**src/assert_macros.svh**
```systemverilog
// ----------------------------------------------------------------------------
// Assertion macros used by the top-level core
// ----------------------------------------------------------------------------
`ifndef ASSERT_MACROS_SVH
`define ASSERT_MACROS_SVH

// Same-cycle implication, disabled during reset
`define ASSERT_NOW(label, ante, cons, msg) \
  label: assert property (@(posedge clk) disable iff (rst) (ante) |-> (cons)) \
    else $error(msg);

// Next-cycle implication, disabled during reset
`define ASSERT_NEXT(label, ante, cons, msg) \
  label: assert property (@(posedge clk) disable iff (rst) (ante) |=> (cons)) \
    else $error(msg);

`endif

```
**src/crcl_pkg.sv**
```systemverilog
// ----------------------------------------------------------------------------
// crcl_pkg
// Types, register codes and the CRC byte step for the checksum block.
// ----------------------------------------------------------------------------
package crcl_pkg;

  // Configuration register indexes
  localparam int unsigned CFG_INDEX_W = 2;
  localparam logic [CFG_INDEX_W-1:0] REG_PRE_INVERT       = 2'd0;
  localparam logic [CFG_INDEX_W-1:0] REG_SKIP_POST_INVERT = 2'd1;
  localparam logic [CFG_INDEX_W-1:0] REG_REFLECTED_ORDER  = 2'd2;
  localparam logic [CFG_INDEX_W-1:0] REG_EXCLUDE_LENGTH   = 2'd3;

  // Item kinds
  localparam logic KIND_DATA = 1'b0;
  localparam logic KIND_END  = 1'b1;

  // CRC-32 polynomials
  localparam logic [31:0] POLY_MSB = 32'h04C1_1DB7;
  localparam logic [31:0] POLY_LSB = 32'hEDB8_8320;

  typedef struct packed {
    logic pre_invert;
    logic skip_post_invert;
    logic reflected_order;
    logic exclude_length;
  } cfg_t;

  // Queue entry: the item plus the settings in force when it was accepted
  typedef struct packed {
    logic       kind;
    logic [7:0] data_byte;
    cfg_t       cfg;
  } item_t;

  // Status of the back end, watched by the top level
  typedef struct packed {
    logic folding;
    logic result_load;
  } back_status_t;

  // One byte through the CRC, bit by bit (eight shift/xor steps)
  function automatic logic [31:0] crc_byte(logic [31:0] crc, logic [7:0] b, logic refl);
    logic [31:0] c;
    if (refl) begin
      c = crc ^ {24'd0, b};
      for (int k = 0; k < 8; k++) begin
        c = c[0] ? ((c >> 1) ^ POLY_LSB) : (c >> 1);
      end
    end else begin
      c = crc ^ {b, 24'd0};
      for (int k = 0; k < 8; k++) begin
        c = c[31] ? ((c << 1) ^ POLY_MSB) : (c << 1);
      end
    end
    return c;
  endfunction

endpackage

```
**src/crcl_front.sv**
```systemverilog
// ----------------------------------------------------------------------------
// crcl_front
// Input side: takes items, tags them with the current settings and queues
// them for the back end.
// ----------------------------------------------------------------------------
module crcl_front #(
  parameter int unsigned QUEUE_DEPTH = 4
) (
  input  logic                clk,
  input  logic                rst,
  input  logic                push,
  output logic                full,
  input  logic                kind,
  input  logic [7:0]          data_byte,
  input  crcl_pkg::cfg_t      cfg,
  output logic                item_valid,
  output crcl_pkg::item_t     item,
  input  logic                item_take
);

  localparam int unsigned PTR_W = (QUEUE_DEPTH > 1) ? $clog2(QUEUE_DEPTH) : 1;
  localparam int unsigned CNT_W = $clog2(QUEUE_DEPTH + 1);
  localparam logic [PTR_W-1:0] LAST_PTR = PTR_W'(QUEUE_DEPTH - 1);
  localparam logic [CNT_W-1:0] DEPTH_CNT = CNT_W'(QUEUE_DEPTH);

  crcl_pkg::item_t  entries [QUEUE_DEPTH];
  logic [PTR_W-1:0] wr_ptr;
  logic [PTR_W-1:0] rd_ptr;
  logic [CNT_W-1:0] count;
  logic             wr_en;
  logic             rd_en;

  assign full       = (count == DEPTH_CNT);
  assign item_valid = (count != '0);
  assign wr_en      = push && !full;
  assign rd_en      = item_take && item_valid;
  assign item       = entries[rd_ptr];

  // Entry storage
  always_ff @(posedge clk) begin
    if (wr_en) begin
      entries[wr_ptr] <= '{kind: kind, data_byte: data_byte, cfg: cfg};
    end
  end

  // Pointers and fill count
  always_ff @(posedge clk) begin
    if (rst) begin
      wr_ptr <= '0;
      rd_ptr <= '0;
      count  <= '0;
    end else begin
      if (wr_en) begin
        wr_ptr <= (wr_ptr == LAST_PTR) ? '0 : wr_ptr + 1'b1;
      end
      if (rd_en) begin
        rd_ptr <= (rd_ptr == LAST_PTR) ? '0 : rd_ptr + 1'b1;
      end
      if (wr_en && !rd_en) begin
        count <= count + 1'b1;
      end else if (rd_en && !wr_en) begin
        count <= count - 1'b1;
      end
    end
  end

endmodule

```
**src/crcl_back.sv**
```systemverilog
// ----------------------------------------------------------------------------
// crcl_back
// Back end: runs the CRC over data bytes, folds the length in at end of
// message unless excluded, and holds the finished result for the receiver.
// ----------------------------------------------------------------------------
module crcl_back (
  input  logic                  clk,
  input  logic                  rst,
  input  logic                  item_valid,
  input  crcl_pkg::item_t       item,
  output logic                  item_take,
  output logic                  empty,
  input  logic                  pop,
  output logic [31:0]           checksum,
  output logic [63:0]           byte_count,
  output crcl_pkg::back_status_t status
);

  typedef enum logic [1:0] {
    ST_RUN  = 2'b01,
    ST_FOLD = 2'b10
  } state_t;

  state_t         state;
  logic [31:0]    crc;
  logic [63:0]    len;
  logic [63:0]    rest;
  logic           started;
  crcl_pkg::cfg_t cfg_cap;
  logic           out_valid;
  logic [31:0]    base_crc;
  logic [63:0]    base_len;
  logic           slot_free;
  logic           load;

  // Message preset on its first item
  assign base_crc = started ? crc : {32{item.cfg.pre_invert}};
  assign base_len = started ? len : 64'd0;

  assign item_take = (state == ST_RUN) && item_valid;
  assign slot_free = !out_valid || pop;
  assign load      = (state == ST_FOLD) && (rest == 64'd0) && slot_free;
  assign empty     = !out_valid;

  assign status.folding     = (state == ST_FOLD);
  assign status.result_load = load;

  // Engine and sequencing
  always_ff @(posedge clk) begin
    if (rst) begin
      state   <= ST_RUN;
      started <= 1'b0;
    end else begin
      case (state)
        ST_RUN: begin
          if (item_take) begin
            if (item.kind == crcl_pkg::KIND_DATA) begin
              crc     <= crcl_pkg::crc_byte(base_crc, item.data_byte,
                                            item.cfg.reflected_order);
              len     <= base_len + 64'd1;
              started <= 1'b1;
            end else begin
              crc     <= base_crc;
              len     <= base_len;
              rest    <= item.cfg.exclude_length ? 64'd0 : base_len;
              cfg_cap <= item.cfg;
              started <= 1'b1;
              state   <= ST_FOLD;
            end
          end
        end
        ST_FOLD: begin
          // one count byte a cycle, low byte first, while any remain
          if (rest != 64'd0) begin
            crc  <= crcl_pkg::crc_byte(crc, rest[7:0], cfg_cap.reflected_order);
            rest <= rest >> 8;
          end else if (slot_free) begin
            crc     <= 32'd0;
            len     <= 64'd0;
            started <= 1'b0;
            state   <= ST_RUN;
          end
        end
        default: begin
          state <= ST_RUN;
        end
      endcase
    end
  end

  // Result register
  always_ff @(posedge clk) begin
    if (rst) begin
      out_valid <= 1'b0;
    end else if (load) begin
      out_valid <= 1'b1;
    end else if (pop) begin
      out_valid <= 1'b0;
    end
  end

  always_ff @(posedge clk) begin
    if (load) begin
      checksum   <= cfg_cap.skip_post_invert ? crc : ~crc;
      byte_count <= cfg_cap.exclude_length ? 64'd0 : len;
    end
  end

endmodule

```
**src/crc32_checksum_with_length_core.sv**
```systemverilog
// ----------------------------------------------------------------------------
// crc32_checksum_with_length_core
// CRC-32 checksum over a byte stream, byte count folded in unless excluded.
// ----------------------------------------------------------------------------
// Input channel: push/full with kind and data_byte. A data byte (kind 0)
// updates the running CRC and count; an end mark (kind 1) closes the message.
// Result channel: empty/pop with checksum and byte_count, one result per
// end mark, none per data byte.
// Configuration: cfg_we/cfg_index/cfg_data write the four 1-bit settings;
// each item carries the settings present when it is accepted.
// Throughput: one data byte per cycle while the engine is not busy with an
// end mark, which holds it while the k significant bytes of the count
// (k = 0 to 8) are folded in, and after that until the result slot is free.
// Result: once the count bytes are folded, the result register loads and
// empty falls; the engine then goes back to taking items.
// Stalls: a waiting result holds the engine at its end mark; the input queue
// (QUEUE_DEPTH entries) keeps taking items until it fills, then full rises.
// Reset: synchronous; clears the queue, the result valid flag, the message
// state and all settings to zero.
// ----------------------------------------------------------------------------
`include "assert_macros.svh"

module crc32_checksum_with_length_core #(
  parameter int unsigned QUEUE_DEPTH = 4
) (
  input  logic                             clk,
  input  logic                             rst,
  input  logic                             push,
  output logic                             full,
  input  logic                             kind,
  input  logic [7:0]                       data_byte,
  output logic                             empty,
  input  logic                             pop,
  output logic [31:0]                      checksum,
  output logic [63:0]                      byte_count,
  input  logic                             cfg_we,
  input  logic [crcl_pkg::CFG_INDEX_W-1:0] cfg_index,
  input  logic                             cfg_data
);

  crcl_pkg::cfg_t         cfg;
  crcl_pkg::item_t        item;
  crcl_pkg::back_status_t status;
  logic                   item_valid;
  logic                   item_take;

  // Settings registers
  always_ff @(posedge clk) begin
    if (rst) begin
      cfg <= '0;
    end else if (cfg_we) begin
      case (cfg_index)
        crcl_pkg::REG_PRE_INVERT:       cfg.pre_invert       <= cfg_data;
        crcl_pkg::REG_SKIP_POST_INVERT: cfg.skip_post_invert <= cfg_data;
        crcl_pkg::REG_REFLECTED_ORDER:  cfg.reflected_order  <= cfg_data;
        crcl_pkg::REG_EXCLUDE_LENGTH:   cfg.exclude_length   <= cfg_data;
        default: begin
        end
      endcase
    end
  end

  // Front: input queue
  crcl_front #(
    .QUEUE_DEPTH(QUEUE_DEPTH)
  ) u_front (
    .clk        (clk),
    .rst        (rst),
    .push       (push),
    .full       (full),
    .kind       (kind),
    .data_byte  (data_byte),
    .cfg        (cfg),
    .item_valid (item_valid),
    .item       (item),
    .item_take  (item_take)
  );

  // Back: CRC engine and result register
  crcl_back u_back (
    .clk        (clk),
    .rst        (rst),
    .item_valid (item_valid),
    .item       (item),
    .item_take  (item_take),
    .empty      (empty),
    .pop        (pop),
    .checksum   (checksum),
    .byte_count (byte_count),
    .status     (status)
  );

  // Checks on the engine's own sequencing
  `ASSERT_NOW(a_take_needs_item, item_take, item_valid, "engine took from an empty queue")
  `ASSERT_NOW(a_no_take_folding, status.folding, !item_take, "engine took an item while folding")
  `ASSERT_NEXT(a_load_shows, status.result_load, !empty, "loaded result not presented")
  `ASSERT_NOW(a_result_from_fold, $fell(empty), $past(status.folding), "result without end mark")

endmodule
```
**config.mk**
```make
export PLATFORM = sky130hd
export DESIGN_NAME = crc32_checksum_with_length_core
export DESIGN_NICKNAME = d
export VERILOG_FILES = /design/src/crcl_pkg.sv /design/src/crcl_front.sv /design/src/crcl_back.sv /design/src/crc32_checksum_with_length_core.sv
export VERILOG_INCLUDE_DIRS = /design/src /design/src/src
export SDC_FILE = /design/constraint.sdc
export NUM_CORES = 1
export LEC_CHECK = 0
export ABC_AREA = 1
export BUFFER_PORTS_ARGS = -buffer_cell sky130_fd_sc_hd__buf_2
export CAP_MARGIN = 20
export CORE_ASPECT_RATIO = 1.1
export CORE_MARGIN = 5
export CORE_UTILIZATION = 40
export DETAILED_ROUTE_END_ITERATION = 8
export SYNTH_ARGS = -nofsm -noshare
export SYNTH_HDL_FRONTEND = slang
export SYNTH_SLANG_ARGS = --single-unit
```
**constraint.sdc**
```tcl
create_clock -name clk -period 5.6 [get_ports clk]
set_input_delay 0 -clock clk [delete_from_list [all_inputs] [get_ports clk]]
set_output_delay 0 -clock clk [all_outputs]
set_load 0.01 [all_outputs]
```
After elaboration in Yosys (flattened, before gate mapping)
Memories as Yosys holds them, arrays and structs flattened. A register that Yosys moved wholly into a read port is not among the register bits.
Index checks and enable logic that the tools add are counted.
{ "totals": {"wordCells": 176, "ramBits": 52, "inputBits": 17, "n_memories": 1, "ff_bits": 274, "output_inout_bits": 98} }
{ "mem_list": {"columns": ["name", "depth", "word_bits", "read_ports", "rd_clocked_by_memory_dff", "write_ports", "line_no", "text"], "rows": [
  ["u_front.entries", 4, 13, 1, 1, 1, "crcl_front.sv:26", "crcl_pkg::item_t entries [QUEUE_DEPTH];"]
]} }
{ "classes": {"muxes": 71, "n_eq_ne": 14, "n_reduce_logical": 29, "bitwise": 38, "add_sub_neg": 5} }
{ "op_table": {"columns": ["op", "n"], "rows": [
  ["$mux 32", 24],
  ["$mux 64", 9],
  ["$mux 27", 16],
  ["$pmux 64 s2", 2],
  ["$not 13->14", 16],
  ["$not 14->14", 16],
  ["$add 64x1->64 const B", 1],
  ["$logic_not 64->1", 1],
  ["$pmux 32 s2", 1],
  ["$reduce_bool 64->1", 1],
  ["$xor 32x32->32", 2],
  ["$xor 32x8->32", 2],
  ["$not 32->32", 1],
  ["$mux 2", 8],
  ["$reduce_and 4->1", 4],
  ["$eq 2x2->1 const B", 5],
  ["$reduce_and 5->1", 2],
  ["$reduce_and 2->1", 4],
  ["$logic_and 1x1->1", 7],
  ["$mux 1", 7],
  ["$mux 3", 2],
  ["$ne 2x1->1 const B", 3],
  ["$reduce_bool 2->1", 3],
  ["$add 2x1->2 const B", 2],
  ["other kinds (13)", 18]
]} }

Longest topological paths before layout
{ "depth": {"depth_word": 22, "mapped_depth": 23} }

By module
A second synthesis with hierarchy kept.
{ "hier_totals": {"hier_cells": 2537, "area_unflattened_um2": 20520.9} }
{ "modules_own_cells": {"columns": ["mod", "instances", "seq_area_each_um2", "area_each_um2", "cells_each"], "rows": [
  ["crcl_back", 1, 7857.5, 17834.6, 2310],
  ["crcl_front", 1, 1741.7, 2498.6, 196],
  ["crc32_checksum_with_length_core", 1, 80.1, 187.7, 31]
]} }

Worst setup path before layout
OpenSTA, ideal clock, no wires.
{ "synth_timing": {"path_type": "reg2reg", "startpoint": "reg u_back.rest[7]", "endpoint": "reg u_back.byte_count[0], enable pin", "setup_slack_ps": -124, "required_ps": 5048, "arrival_ps": 5172, "path_stages_with_launch": 8, "path_buffers": 0, "cell_sequence": "edfxtp_1 nor4_1 nand4_1 nor2_1 nand2_1 inv_1 nand2_1 nor2_1"} }
{ "synth_between": {"elab_chain_len": 3} }
{ "synth_lines": {"columns": ["item", "line_no", "text"], "rows": [
  ["start: declaration", "crcl_back.sv:27", "logic [63:0] rest;"],
  ["start signal: assignment", "crcl_back.sv:65", "rest <= item.cfg.exclude_length ? 64'd0 : base_len;"],
  ["start signal: assignment", "crcl_back.sv:76", "rest <= rest >> 8;"],
  ["$logic_not 64->1", "crcl_back.sv:42", "assign load = (state == ST_FOLD) && (rest == 64'd0) && slot_free;"],
  ["$logic_and 1x1->1 (2 in a row)", "crcl_back.sv:42", null],
  ["via u_back.load", "crcl_back.sv:34", "logic load;"],
  ["end signal: assignment", "crcl_back.sv:105", "byte_count <= cfg_cap.exclude_length ? 64'd0 : len;"],
  ["end: declaration", "crcl_back.sv:15", "output logic [63:0] byte_count,"]
]} }
The timed path passes the listed nets, and every way through them passes these cells.
A chain may end at the register's enable or synchronous reset.

==> metrics.txt <==
# TYPE chip_impl_metric gauge
chip_impl_metric{name="route.antenna.remaining_nets",unit=""} 0
chip_impl_metric{name="filler_cell_count",unit=""} 4943
chip_impl_metric{name="synthesis.nets",unit=""} 2442
chip_impl_metric{name="post_cts.resized_instances",unit=""} 0
chip_impl_metric{name="overflow",unit=""} 0
chip_impl_metric{name="clock_sinks",unit=""} 328
chip_impl_info{name="clk_root_buffer_cell",value="sky130_fd_sc_hd__clkbuf_16"} 1
chip_impl_metric{name="worst_slew_pin_slew",unit="ns"} 0.983
chip_impl_metric{name="clk_path_buf_depth",unit=""} 3
chip_impl_metric{name="syn-mean-instance-area",unit="um2"} 8.40
chip_impl_metric{name="number_of_flops_mapped_to_enable_cells_by_yosys",unit=""} 311
chip_impl_metric{name="routabilityCongestion",unit=""} 0.998
chip_impl_metric{name="netlist-cell-type-count",unit=""} 63
chip_impl_metric{name="grt.total_usage",unit=""} 0.238
chip_impl_metric{name="dieHeight",unit="um"} 246
chip_impl_info{name="crit_path_max_delay_cell_type",value="sky130_fd_sc_hd__dfxtp_1"} 1
chip_impl_metric{name="synth.yosys.seq_area_share",unit=""} 0.477
chip_impl_metric{name="row_count",unit=""} 86
chip_impl_info{name="worst_r2r_endpoint",value="u_back.crc[8]"} 1
chip_impl_metric{name="wire_length_of_the_first_global_routing_pass",unit="mm"} 101
chip_impl_metric{name="drt-total-wl",unit="mm"} 67.3
chip_impl_metric{name="critical_path.max_fanout",unit=""} 59
chip_impl_metric{name="postSynthRegisterBits",unit=""} 328
chip_impl_metric{name="utilization",unit=""} 0.455
chip_impl_metric{name="postSynthCellCount",unit=""} 2415
chip_impl_metric{name="timing.critical_path.arrival",unit="ns"} 4.55
chip_impl_metric{name="synth_area",unit="um2"} 20300
chip_impl_info{name="status",value="completed"} 1
chip_impl_metric{name="diodes",unit=""} 0
chip_impl_metric{name="hold_viol_final",unit=""} 0
chip_impl_info{name="crit_chain",value="buf_4 -> nand2_1 -> nand3_1 -> nand2_2 -> nand2_4 -> nand2_1 -> nand2_1 -> nand2_1 -> nand2_1 -> nand2_1 -> nand2_1 -> nand3_1 -> nand2_1 -> o21ai_0 -> inv_1 -> nand2_1 -> nand2_1 -> nand2_1"} 1
chip_impl_metric{name="dieWidth",unit="um"} 225
chip_impl_metric{name="area_of_the_die",unit="um2"} 55300
chip_impl_info{name="rsz0062_at_grt",value="no"} 1
chip_impl_metric{name="port_buffers",unit=""} 114
chip_impl_metric{name="clock_skew",unit="ns"} 0.0266
chip_impl_info{name="cts_tree",value="done"} 1
chip_impl_metric{name="final-max-slew-violation-count",unit=""} 0
chip_impl_metric{name="finalCriticalPeriod",unit="ns"} 4.23
chip_impl_metric{name="remaining_drc_errors",unit=""} 0
chip_impl_info{name="synthFlopType",value="sky130_fd_sc_hd__edfxtp_1"} 1
chip_impl_info{name="mostFrequentLayoutCell",value="sky130_fd_sc_hd__nand2_1"} 1
chip_impl_metric{name="ys_warns",unit=""} 0
chip_impl_metric{name="flow.area_growth_from_synthesis",unit="%"} 12.5
chip_impl_metric{name="reg2reg_depth",unit=""} 18
chip_impl_metric{name="clock_insertion_delay_worst_skew",unit="ns"} 0.57
chip_impl_metric{name="proportion_of_layout_cells_with_a_drive_suffix_above_1",unit=""} 0.132
chip_impl_metric{name="async_flop_share",unit=""} 0
chip_impl_metric{name="setup.reg_to_reg.worst_slack",unit="ns"} 1.37
chip_impl_info{name="most_common_cell_type_on_the_critical_path",value="sky130_fd_sc_hd__nand2_1"} 1
chip_impl_metric{name="drt-vias-per-instance",unit=""} 5.37
chip_impl_info{name="highest_count_cells_in_the_layout_ignoring_fill_and_taps",value="571 x sky130_fd_sc_hd__nand2_1, 311 x sky130_fd_sc_hd__edfxtp_1, 265 x sky130_fd_sc_hd__inv_1, 222 x sky130_fd_sc_hd__nor2_1, 205 x sky130_fd_sc_hd__o21ai_0"} 1
chip_impl_metric{name="critical_path.max_stage_delay",unit="ns"} 0.81
chip_impl_metric{name="top_level_port_count",unit=""} 115
chip_impl_metric{name="finalNetCount",unit=""} 2554
chip_impl_metric{name="setup_violation_total_in_the_final_timing_report",unit=""} 0
chip_impl_metric{name="slew_headroom",unit=""} 0.345
chip_impl_metric{name="core_area",unit="um2"} 50100
chip_impl_metric{name="part_of_the_cycle_the_worst_path_needs",unit=""} 0.756
chip_impl_info{name="hold_path.class",value="in2reg"} 1
chip_impl_metric{name="dp_hpwl",unit="mm"} 49.7
chip_impl_metric{name="antenna_found_initial",unit=""} 1
chip_impl_metric{name="max_freq",unit="GHz"} 0.236
chip_impl_metric{name="grt_start_max_net_pins",unit=""} 85
chip_impl_info{name="critPathKind",value="reg2reg"} 1
chip_impl_metric{name="clock_tree.htree_level_count",unit=""} 2
chip_impl_metric{name="number_of_global_route_vias_before_repair",unit=""} 16700
chip_impl_metric{name="routed-via-count",unit=""} 17300
chip_impl_metric{name="cp_data_required_time",unit="ns"} 5.91
chip_impl_metric{name="worst_setup_hold_path_clk_slew",unit="ns"} 0.06
chip_impl_metric{name="drt-initial-drc-count",unit=""} 1695
chip_impl_metric{name="drt-pass1-iter-count",unit=""} 5
chip_impl_metric{name="start_util",unit=""} 0.404
chip_impl_info{name="end_kind",value="register"} 1
chip_impl_metric{name="max_cap_violations",unit=""} 0
chip_impl_info{name="worstSetupStartpointType",value="register"} 1
chip_impl_info{name="endpoint",value="u_back.crc[8]"} 1
chip_impl_metric{name="tns",unit="ns"} 0
chip_impl_metric{name="cts_buffers",unit=""} 37
chip_impl_metric{name="wire_per_inst",unit="um"} 20.9
worst min-delay path by stage:
stage / startpoint / end / slack (ns) / cells past startpoint
4_1_cts: pop / u_back.state[0] / 0.16 / 5
3_5_place_dp: data_byte[2] / u_front.entries[0][6] / 0.22 / 1
6_report: data_byte[3] / u_front.entries[0][7] / 0.19 / 2
5_1_grt: data_byte[6] / u_front.entries[0][10] / 0.20 / 2
3_3_place_gp: data_byte[4] / u_front.entries[0][8] / 0.21 / 1
2_1_floorplan: data_byte[6] / u_front.entries[0][10] / 0.1 / 0
per-stage QoR:
stage | worst slack, ns | instances | area [um2] | hold slack [ns]
final | 1.37 | 3215 | 22800 | 0.194
after global routing | 0.979 | 3215 | 22800 | 0.204
after floorplan | 1.08 | 2415 | 20300 | 0.0989
after detailed placement | 1.38 | 3125 | 21400 | 0.218
after CTS | 1.40 | 3214 | 22800 | 0.161
after global placement | 1.42 | 3125 | 21400 | 0.212
Yosys cell counts, drive strengths merged (2+ instances only):
cell type,count,share of area
nand3,148,0.038
nand3b,4,0.0015
clkbuf,44,0.0081
xor2,113,0.051
ha,9,0.0056
clkinv,2,0.00037
nor3b,5,0.0026
nor3,39,0.011
nor4,32,0.010
a21oi,113,0.028
o31ai,2,0.00074
o21bai,2,0.00074
buf,42,0.015
nor2,237,0.047
o211ai,17,0.0063
o22ai,6,0.0019
a21boi,3,0.0011
o21a,10,0.0037
a211oi,3,0.0011
nand4,21,0.0078
inv,281,0.052
a31oi,8,0.0025
or2,15,0.0046
edfxtp,311,0.46
o21ai,220,0.055
o2111ai,2,0.00086
dfxtp,17,0.017
xnor2,69,0.034
nand2,633,0.13
layout make-up:
class	instances	area, um2	share of cell area
Clock inverter	21	190	0.00834
Multi-Input combinational cell	1718	9100	0.399
Timing Repair Buffer	159	988	0.0433
Inverter	283	1070	0.0468
Clock buffer	46	960	0.0421
Sequential cell	328	9680	0.424
Tap cell	660	826	0.0362
worst max-delay path: cells and delay by family (launching register included):
family,cells,cell delay (ns)
AO/OA/AOI/OAI,1,0.13
buffers and inverters,2,0.52
flip-flops,1,0.81
AND/OR/NAND/NOR,15,2.52
layer usage:
layer | up-vias | wire length [um] | global-route usage
met3 | 153 | 4000 | 0.0354
li1 | 8254 | - | -
met1 | 8222 | 27700 | 0.307
met4 | 0 | 3490 | 0.107
met2 | 639 | 32100 | 0.399
met5 | - | 0 | 0
cells by family after synthesis:
kind of cell	synth area share
AOI/OAI and AO/OA	0.103
xor gates and xnor gates	0.0853
adders and majority gates	0.00654
buffers and inverters	0.0755
DFF	0.477
and+or+nand+nor	0.252
what timing repair did:
item                                   CTS  global route
endpoints found under the hold margin   45             0
setup endpoints to repair                0             0
setup buffers                            0             0
hold buffers                            22             0
flip-flops by register name, summed over array words and instances (netlist names), named ones only:
| register | count |
|---|---|
| u_front.rd_ptr | 2 |
| u_back.checksum | 32 |
| u_back.out_valid | 1 |
| u_back.rest | 64 |
| u_back.len | 64 |
| u_front.wr_ptr | 2 |
| u_back.cfg_cap | 3 |
| u_back.crc | 32 |
| cfg | 4 |
| u_front.count | 3 |
| u_back.byte_count | 64 |
| u_front.entries | 52 |
| u_back.state | 2 |
| u_back.started | 1 |
Power is not shown: default switching activity piles up to over one toggle a cycle in this logic, so the estimate is an artifact.
